File: src/rtl/core/mrte_pkg.sv
`timescale 1ns / 1ps
package mrte_pkg;

    typedef enum logic [4:0] {
        OP_AND = 5'd0, OP_ADDU = 5'd1, OP_ADD = 5'd2, OP_SUBU = 5'd3, OP_SUB = 5'd4,
        OP_NOR = 5'd5, OP_OR = 5'd6, OP_XOR = 5'd7, OP_SLL = 5'd8, OP_SRL = 5'd9,
        OP_SLLV = 5'd10, OP_SRLV = 5'd11, OP_SRA = 5'd12, OP_SRAV = 5'd13,
        OP_SLT = 5'd14, OP_SLTU = 5'd15, OP_MFHI = 5'd16, OP_MTHI = 5'd17,
        OP_MFLO = 5'd18, OP_MTLO = 5'd19, OP_MULT = 5'd20, OP_MULTU = 5'd21,
        OP_DIV = 5'd22, OP_DIVU = 5'd23, OP_JR = 5'd24, OP_JALR = 5'd25,
        OP_SYSCALL = 5'd26, OP_BREAK = 5'd27
    } op_t;

    typedef enum logic [1:0] {
        EXC_NONE = 2'd0, EXC_OVERFLOW = 2'd1, EXC_SYSCALL = 2'd2, EXC_BREAK = 2'd3
    } exc_t;

    typedef enum logic [1:0] {
        ST_IDLE, ST_READ, ST_EXEC, ST_DIVIDE
    } state_t;

    typedef struct packed {
        logic [4:0]  operation;
        logic [31:0] instruction_word;
        logic [31:0] current_pc;
        logic        in_delay_slot;
    } req_t;

    typedef struct packed {
        logic        write_enable;
        logic [4:0]  write_register;
        logic [31:0] write_value;
        logic        jump_taken;
        logic [31:0] jump_target;
        logic [1:0]  exception_code;
        logic [31:0] exception_pc;
        logic        exception_in_delay_slot;
    } rsp_t;

    localparam logic [31:0] LINK_OFFSET = 32'd8;
    localparam logic [31:0] SLOT_OFFSET = 32'd4;

endpackage

File: src/rtl/core/mrte_if.sv
`timescale 1ns / 1ps
interface mrte_req_if;
    logic           valid;
    logic           ready;
    mrte_pkg::req_t payload;
    modport source (output valid, output payload, input ready);
    modport sink (input valid, input payload, output ready);
endinterface


File: src/rtl/core/mrte_front.sv
`timescale 1ns / 1ps
// Two-entry queue that accepts requests and decouples them from the execute side.
module mrte_front (
    input  logic clk,
    input  logic rst_n,
    mrte_req_if.sink   in_ch,
    mrte_req_if.source out_ch
);
    mrte_pkg::req_t entry_reg [2];
    logic           wptr_reg, rptr_reg;
    logic [1:0]     count_reg;
    logic           push, pop;

    assign in_ch.ready    = (count_reg != 2'd2);
    assign out_ch.valid   = (count_reg != 2'd0);
    assign out_ch.payload = entry_reg[rptr_reg];
    assign push = in_ch.valid && in_ch.ready;
    assign pop  = out_ch.valid && out_ch.ready;

    always_ff @(posedge clk)
    begin
        if (push)
        begin
            entry_reg[wptr_reg] <= in_ch.payload;
        end
    end

    always_ff @(posedge clk or negedge rst_n)
    begin
        if (!rst_n)
        begin
            wptr_reg  <= 1'b0;
            rptr_reg  <= 1'b0;
            count_reg <= 2'd0;
        end
        else
        begin
            if (push) wptr_reg <= ~wptr_reg;
            if (pop) rptr_reg <= ~rptr_reg;
            count_reg <= count_reg + {1'b0, push} - {1'b0, pop};
        end
    end
endmodule

File: src/flat_wrapper.sv
// flat-port wrapper written by rule: the top's interface ports become plain ports
module mrte_front_flat 
  (clk, rst_n, in_ch_valid, in_ch_payload, in_ch_ready, out_ch_valid, out_ch_payload, out_ch_ready);
  mrte_req_if in_ch_i ();
  mrte_req_if out_ch_i ();
  input  logic clk;
  input  logic rst_n;
  input wire logic [$bits(in_ch_i.valid)-1:0] in_ch_valid;
  input wire logic [$bits(in_ch_i.payload)-1:0] in_ch_payload;
  output wire logic [$bits(in_ch_i.ready)-1:0] in_ch_ready;
  output wire logic [$bits(out_ch_i.valid)-1:0] out_ch_valid;
  output wire logic [$bits(out_ch_i.payload)-1:0] out_ch_payload;
  input wire logic [$bits(out_ch_i.ready)-1:0] out_ch_ready;
  assign in_ch_i.valid = in_ch_valid;
  assign in_ch_i.payload = in_ch_payload;
  assign in_ch_ready = in_ch_i.ready;
  assign out_ch_valid = out_ch_i.valid;
  assign out_ch_payload = out_ch_i.payload;
  assign out_ch_i.ready = out_ch_ready;
  mrte_front u_core (.clk(clk), .rst_n(rst_n), .in_ch(in_ch_i), .out_ch(out_ch_i));
endmodule
File: config.mk
export PLATFORM = sky130hd
export DESIGN_NAME = mrte_front_flat
export DESIGN_NICKNAME = d
export VERILOG_FILES = /design/src/rtl/core/mrte_pkg.sv /design/src/rtl/core/mrte_if.sv /design/src/rtl/core/mrte_front.sv /design/src/flat_wrapper.sv
export SDC_FILE = /design/constraint.sdc
export NUM_CORES = 1
export LEC_CHECK = 0
export ABC_AREA = 1
export ABC_CLOCK_PERIOD_IN_PS = 4560
export BUFFER_PORTS_ARGS = -buffer_cell sky130_fd_sc_hd__buf_2
export CORE_ASPECT_RATIO = 0.7
export CORE_UTILIZATION = 30
export DETAILED_ROUTE_END_ITERATION = 10
export GPL_TIMING_DRIVEN = 0
export PLACE_DENSITY_LB_ADDON = 0.3
export SYNTH_ARGS = -nofsm -noshare
export SYNTH_HDL_FRONTEND = slang
export SYNTH_SLANG_ARGS = --single-unit
File: constraint.sdc
create_clock -name clk -period 4.56 [get_ports clk]
set_input_delay 0.228 -clock clk [delete_from_list [all_inputs] [get_ports clk]]
set_output_delay 0.228 -clock clk [all_outputs]
set_load 0.005 [all_outputs]
After elaboration in Yosys (flattened, before gate mapping). Memory sizes are Yosys's and may differ from the RTL's. Cells that the tools add are included.

Output and inout bits: 72. Memories: 1. Flip-flop bits (word level): 4. Input port bits: 74. Memory bits (writable): 140. Logic and storage cells: 14.

Reduce and logical (&&, ||, !) cells: 3. Bitwise logic cells: 2. Multiplexer cells: 2. Equal/unequal tests: 1. Add/subtract/negate cells: 2.

Memory list: u_core.entry_reg (depth 2, width 70, rd ports 1, clocked after memory_dff 0, write ports 1, line mrte_front.sv:9) `mrte_pkg::req_t entry_reg [2];`.

Operator list (count): $add A2 B1 Y2 (1); $logic_and A1 B1 Y1 (2); $mux W1 (2); $ne A2 B2 Y1 const B (1); $not A1 Y1 (2); $reduce_bool A2 Y1 (1); $sub A2 B1 Y2 (1).

Logic depth before layout (Yosys ltp). Gate-level depths: netlist of run 1.

Word-level depth: 4. Mapped depth: 10. Gate-level depth less buffers: 10.

Worst setup path before layout of run 1. Ideal clock, no wire load.

Path type: register to register. Start: register u_core.count_reg[1]. End: memory u_core.entry_reg[1][0] (netlist name), enable pin. Stages on the path, launching flop included: 4. Arrival: 3501 ps. Slack: 561 ps. Library setup time: 498 ps. Data required time: 4062 ps. Buffers on the path: 0. Clock period less this slack: 3999 ps. Cells stage by stage: dfrtp_1 -> nand2_1 -> nand2_1 -> nor2_1.

Word-level cells in the longest chain between the ends: 4.

RTL lines: start, declared (line mrte_front.sv:11) `logic [1:0] count_reg;`; start signal, assigned (line mrte_front.sv:40) `count_reg <= count_reg + {1'b0, push} - {1'b0, pop};`; $ne A2 B2 Y1 (line mrte_front.sv:14) `assign in_ch.ready = (count_reg != 2'd2);`; named net in_ch_ready (line flat_wrapper.sv:10) `output wire logic [$bits(in_ch_i.ready)-1:0] in_ch_ready;`; $logic_and A1 B1 Y1 (line mrte_front.sv:17) `assign push = in_ch.valid && in_ch.ready;`; $mux W1 (line mrte_front.sv:22) `if (push)`; $mux W1 (implied by the code) (line mrte_front.sv:24) `entry_reg[wptr_reg] <= in_ch.payload;`; end, declared (line mrte_front.sv:9).

The timed path passes the listed nets, and every way through them passes these cells.

Worst setup path in the final report of run 1.
Start: register u_core.rptr_reg. End: output port out_ch_payload[36].

Word-level cells in the longest chain between the ends: 1.

RTL lines: start, declared (line mrte_front.sv:10) `logic wptr_reg, rptr_reg;`; start signal, assigned (line mrte_front.sv:39) `if (pop) rptr_reg <= ~rptr_reg;`; $mem_v2 Z2 W70; end, declared (line flat_wrapper.sv:12) `output wire logic [$bits(out_ch_i.payload)-1:0] out_ch_payload;`.

No other way between the ends.

==> results of run 1 <==
[layout make-up]
| type | instances | area (sq um) |
|---|---|---|
| plain buffers | 15 | 124 |
| clock buffers | 19 | 433 |
| clock inverters | 13 | 163 |
| fillers | 1587 | 9590 |
| inverters | 10 | 45.0 |
| multi-input cells | 229 | 888 |
| flip-flops and latches | 144 | 4300 |
| well taps | 231 | 289 |
| repair buffers | 217 | 1480 |
[placed cells by master (no fill, tap or decap), types with 4 or more instances in the layout]
| cell type | netlist | routed |
|---|---|---|
| dlygate4sd3_1 | 0 | 69 |
| clkbuf_16 | 0 | 17 |
| dfrtp_1 | 4 | 4 |
| clkinv_2 | 0 | 4 |
| edfxtp_1 | 140 | 140 |
| clkinv_4 | 0 | 4 |
| nand2_1 | 223 | 223 |
| buf_2 | 6 | 151 |
| buf_6 | 7 | 7 |
| inv_1 | 9 | 8 |
[power by group through the flow]
stage / sequential, uW / clock, uW / combinational (uW)
after floorplan: 1910 / 0 / 741
after global placement: 1930 / 0 / 1340
after detailed placement: 1890 / 0 / 1420
after CTS: 1870 / 1430 / 1470
after global routing: 1890 / 1470 / 1610
final: 1870 / 1390 / 1430
[layer usage]
layer,track usage,part of all wire,up-vias
met4,0.0434,0.011,0
met3,0.0495,0.076,10
met2,0.214,0.45,123
li1,-,-,1806
met1,0.166,0.46,1739
met5,0,0,-
[metrics by stage]
stage               cell area (sq um)  hold slack, ns  setup WS (ns)  TNS, ns
floorplan                        5350         -0.0676          0.561        0
global placement                 6370          0.0399          -1.15   -79.76
detailed placement               6440          0.0442           2.88        0
CTS                              7730        0.000567           2.71        0
global route                     7730         0.00909           2.68        0
finish                           7730          0.0222           2.80        0
[worst reg2reg max path, delay by kind of cell (launching register included)]
family                 cells  cell delay [ns]
buffers and inverters      2             0.64
DFF                        1             0.39
and+or+nand+nor            2             0.28
[worst paths after layout]
kind                                          start                      end
min in group asynchronous                     rst_n      u_core.count_reg[0]
max in group asynchronous                     rst_n          u_core.rptr_reg
worst min register to register      u_core.wptr_reg          u_core.wptr_reg
worst min-delay path               in_ch_payload[5]   u_core.entry_reg[1][5]
worst max register to register  u_core.count_reg[1]  u_core.entry_reg[0][53]
worst max-delay path                u_core.rptr_reg       out_ch_payload[36]
[cell families (layout without fill, tap and decap cells)]
group                    count (synthesis)  count (layout)  share of synthesized area
buffers and inverters                   25             274                     0.0311
AND/OR/NAND/NOR                        227             227                      0.160
adder cells (fa/ha/maj)                  2               2                    0.00468
flip-flops                             144             144                      0.804
==> results.md, run 1 <==
- Placed Cells: 777
- Top cells by count, synth: nand2_1, edfxtp_1, inv_1
- Post-synth top flop: edfxtp_1
- Crit path time final: 1.76 ns
- Remaining DRCs: 0
- Top delay family on crit path: buffers and inverters
- Mean Syn Cell Area: 13.4 sq um
- Routed Antenna Nets: 0
- Status: finished, final reports clean
- Cell Count, Final, Fillers Out: 878
- Sequential share of the synthesized area: 0.804
- Area contributors post-synth: edfxtp_1, nand2_1, dfrtp_1, buf_6, inv_1
- Initial antenna violation count: 0
- # setup viols final: 0
- DRT Pass-1 Iters: 6
- Vias per cell: 4.19
- Internal power: 3230 uW
- Starting density of the core: 0.309
- Pleak: 0.00335 uW
- Register bit total from synthesis: 144
- H-Tree Depth: 4
- # clock sinks: 144
- Ratio of cells with drive above 1 in the final layout: 0.303
- CP bufs+invs: 4
- Num CTS Buffers: 17
- Post-synthesis cell area: 5350 sq um
- Hpwl dp: 7760 um
- Worst Skew: 0.00812 ns
- First-pass GRT wire length: 18400 um
- Fraction of registers with async set or reset after synthesis: 0.0278
- Max incr delay on CP: 0.36 ns
- Post-layout util: 0.446
- DRT Wirelength: 12000 um
- Cell Chain, Critical Path: buf_4 -> inv_6 -> buf_6 -> nand2_1 -> nand2_1 -> buf_2
- Fmax: 568 MHz
- Crit path DAT: 1.53 ns
- Die Area: 18400 sq um
- Total net switching power: 1460 uW
- Worst-path fanout max: 10
- Worst path required time: 4.33 ns
- CTS Buffer Depth: 2
- Count leader, synth: nand2_1
- Slew of the pin with the lowest slew margin: 0.431 ns
- Worst vdd ir: 548 uV
- DRT iter0 DRCs: 145
- Slowest cell on crit path: dfrtp_1
- Final Max Slew Viols: 0
- Syn_nets: 474
- Core Box Area: 17300 sq um
- Die H: 114 um
- Hold Path Stages: 1
- PwrDens: 607 nW/um^2
- # IOs: 146
- Final period util: 0.386
- Synth area leader: edfxtp_1
- Seq pwr share: 0.398
- RSZ-0062 raised after global routing: no
- Worst setup SP type: flip-flop
- Setup CP Type: reg -> out
- Cts repair resizes: 0
- Clk pwr share: 0.297
- Vias: 3678
- Post-synth top area share: 0.786
- Max-Cap Viols: 0
- WL per Instance: 13.6 um
- Endpoints failing hold: 0
- GP Congestion: 0.756
- Grt ovf: 0
- Post-synth EDFFs: 140
- Row count: 40
- Clk pin slew, worst setup/hold paths: 0.06 ns
- Vias in the first global route: 3679
- Die width: 162 um
- Slew HR: 0.713
- TritonCTS clock tree: done
- HP Class: in -> reg
- Area growth, synth to finish: 44.4%
- Post-Synthesis Cells: 398
- Stages on the worst setup path: 6
- Final #Nets: 710
- Count of input and output buffers: 145
- ANT cells: 0
- Worst path most repeated cell: nand2_1
- Largest net degree at the start of global routing: 43
- Synth cell types: 11
- CP Capture Type: output pin
- GRT Overall Usage: 0.133
- Flop-to-flop setup slack: 2.89 ns
- YS warnings: 0
- Final Power: 4690 uW
- Combinational share of power: 0.305
- Reg2reg path depth: 4
- Root Buffer: clkbuf_16
- Hold_buf cts: 69
- Worst skew pair latency: 0.42 ns
- Sw Ratio: 0.311
- Post-CTS setup buffers: 0
- Max FFs per register: 140
Power figures use the tool's default switching activity.
==> run 2, diff against run 1 <==
ABC_CLOCK_PERIOD_IN_PS = 1700   (was 4560)
clock period = 1.7 ns   (was 4.56 ns; I/O delays follow)
==> run 2 against run 1 <==
Combinational power increased to 2.7 times the previous value. Sequential cell count unchanged. Setup slack got worse by 2.7 ns. Clock skew about the same. Critical endpoint is now out_ch_payload[16]. Sequential share of layout area decreased by 0.090 points. Total power increased to 2.6 times the previous value. Non-clock buffer count increased by 6. Critical path depth unchanged. First-iteration DRC count increased by 54%. Clock power increased by 140%. Global-route usage increased by 0.88 points.
==> results.md, run 2 (synthesis results as in run 1) <==
- Num CTS Buffers: 17 (unchanged)
- ANT cells: 0 (unchanged)
- Starting density of the core: 0.309 (unchanged)
- Initial antenna violation count: 0 (unchanged)
- Ratio of cells with drive above 1 in the final layout: 0.303 (about the same)
- Area growth, synth to finish: 44.7%
- Max FFs per register: 140 (unchanged)
- Worst skew pair latency: 0.41 ns (about the same)
- Die H: 114 um (unchanged)
- Clk pin slew, worst setup/hold paths: 0.06 ns (about the same)
- Total net switching power: 3910 uW (+170%)
- Flop-to-flop setup slack: 0.09 ns (-2.80 ns)
- Clk pwr share: 0.273 (-0.024)
- GP Congestion: 0.745 (-1.4%)
- Crit path DAT: 1.53 ns (about the same)
- Seq pwr share: 0.408 (+0.010)
- Status: finished, final reports clean
- Slew HR: 0.678 (-0.0346)
- Grt ovf: 0 (unchanged)
- DRT Pass-1 Iters: 4 (-2)
- Pleak: 0.00334 uW (-0.42%)
- CTS Buffer Depth: 2 (unchanged)
- Internal power: 8380 uW (+160%)
- Worst Skew: 0.00835 ns (+0.000237 ns)
- RSZ-0062 raised after global routing: yes
- Finished Cell Area: 7740 sq um (+0.16%)
- Vias in the first global route: 3724 (+1.2%)
- Endpoints failing hold: 0 (unchanged)
- Vias: 3676 (-0.054%)
- # clock sinks: 144 (unchanged)
- DRT Wirelength: 12300 um (+2.8%)
- Max-Cap Viols: 0 (unchanged)
- Setup CP Type: reg -> out
- Die Area: 18400 sq um (unchanged)
- Final period util: 0.949
- Fillers: 1603 (+1.0%)
- Routed Antenna Nets: 0 (unchanged)
- Reg2reg path depth: 4 (unchanged)
- Row count: 40 (unchanged)
- Die width: 162 um (unchanged)
- Final #Nets: 717 (+0.99%)
- Slew of the pin with the lowest slew margin: 0.482 ns (+0.0509 ns)
- # IOs: 146 (unchanged)
- CP Capture Type: output pin
- TritonCTS clock tree: done
- PwrDens: 1590 nW/um^2 (+160%)
- Combinational share of power: 0.319 (+0.014)
- # setup viols final: 0 (unchanged)
- Final Power: 12300 uW (+160%)
- First-pass GRT wire length: 19100 um (+4.2%)
- Worst path required time: 1.62 ns (-2.71 ns)
- Largest net degree at the start of global routing: 37 (-14%)
- Worst-path fanout max: 10 (unchanged)
- Hold Path Stages: 2 (+1)
- Sw Ratio: 0.318 (+0.00684)
- Hpwl dp: 7520 um (-3.1%)
- Remaining DRCs: 0 (unchanged)
- Commonest non-fill, non-tap cell in the layout: nand2_1
- Root Buffer: clkbuf_16
- WL per Instance: 13.9 um (+2.1%)
- Vias per cell: 4.16 (-0.73%)
- DRT iter0 DRCs: 223 (+54%)
- H-Tree Depth: 4 (unchanged)
- GRT Overall Usage: 0.142 (+0.00884)
- Count of input and output buffers: 145 (unchanged)
- Fmax: 620 MHz
- HP Class: in -> reg
- Worst vdd ir: 713 uV (+30%)
- Final Max Slew Viols: 0 (unchanged)
- Most frequent cells in the layout: nand2_1, buf_2, edfxtp_1
- Worst setup SP type: flip-flop
- Crit path time final: 1.61 ns
- Core Box Area: 17300 sq um (unchanged)
- Placed inst area: 6450 sq um (about the same)
[run 2: cell types whose count changed in the layout (fill, tap and decap cells not counted), sizes merged]
| cell | change |
|---|---|
| clkinv | +1 |
| clkinvlp | +3 |
| bufinv | -2 |
| inv | -2 |
| clkbuf | +2 |
| dlygate4sd3 | +5 |
| buf | -1 |
[run 2: layout make-up]
type | count | area, sq um | area share
Buffer | 15 | 133 | 0.0171
Timing Repair Buffer | 223 | 1530 | 0.198
Sequential cell | 144 | 4300 | 0.556
Clock buffer | 19 | 433 | 0.0559
Inverter | 10 | 48.8 | 0.00630
Multi-Input combinational cell | 229 | 898 | 0.116
Clock inverter | 12 | 95.1 | 0.0123
Timing Repair inverter | 1 | 7.51 | 0.000970
Tap cell | 231 | 289 | 0.0373
[run 2: layer usage]
layer / share of wire / vias up / track usage / routed length (um)
met5: 0 / - / 0 / 0
met2: 0.46 / 140 / 0.227 / 5680
met4: 0.012 / 0 / 0.0623 / 146
met1: 0.45 / 1697 / 0.177 / 5500
li1: - / 1826 / - / -
met3: 0.081 / 13 / 0.0455 / 995
[run 2: what timing repair did]
action	4_1_cts	5_1_grt
gates cloned	1	0
setup endpoints to repair	70	11
buffers inserted	1	0
hold endpoints to repair	146	0
resized for setup	1	4
hold buffers	74	0
[run 2: power groups by stage]
stage,clock network [uW],registers [uW],logic (uW)
global route,3580,5090,4430
detailed placement,0,5090,3790
CTS,3450,5010,3990
finish,3350,5010,3920
global placement,0,5110,3620
floorplan,0,5070,2020
[run 2: critical path: stages, from the launching register on]
cell and delay [ns]:
dfrtp_1 0.35, buf_4 0.19, inv_8 0.13, buf_6 0.15, nand2_1 0.06, nand2_1 0.09
buf_2 0.13
[run 2: final timing paths]
check                                     from                 endpoint
setup / recovery               u_core.rptr_reg       out_ch_payload[16]
hold / removal               in_ch_payload[10]  u_core.entry_reg[1][10]
max in group asynchronous                rst_n      u_core.count_reg[1]
setup reg to reg           u_core.count_reg[1]  u_core.entry_reg[1][33]
hold reg to reg                u_core.wptr_reg          u_core.wptr_reg
min in group asynchronous                rst_n          u_core.rptr_reg
[run 2: per-stage QoR]
stage	std cells	utilization	worst slack, ns	hold WS [ns]	TNS, ns
finish	884	0.447	0.0875	0.392	0
global route	884	0.447	-0.000158	0.379	-0.000158
CTS	884	0.446	0.0287	0.367	0
detailed placement	777	0.372	-0.389	-0.0972	-19.21
global placement	774	0.369	-0.964	-0.102	-133.55
floorplan	398	-	-0.328	-0.211	-42.79
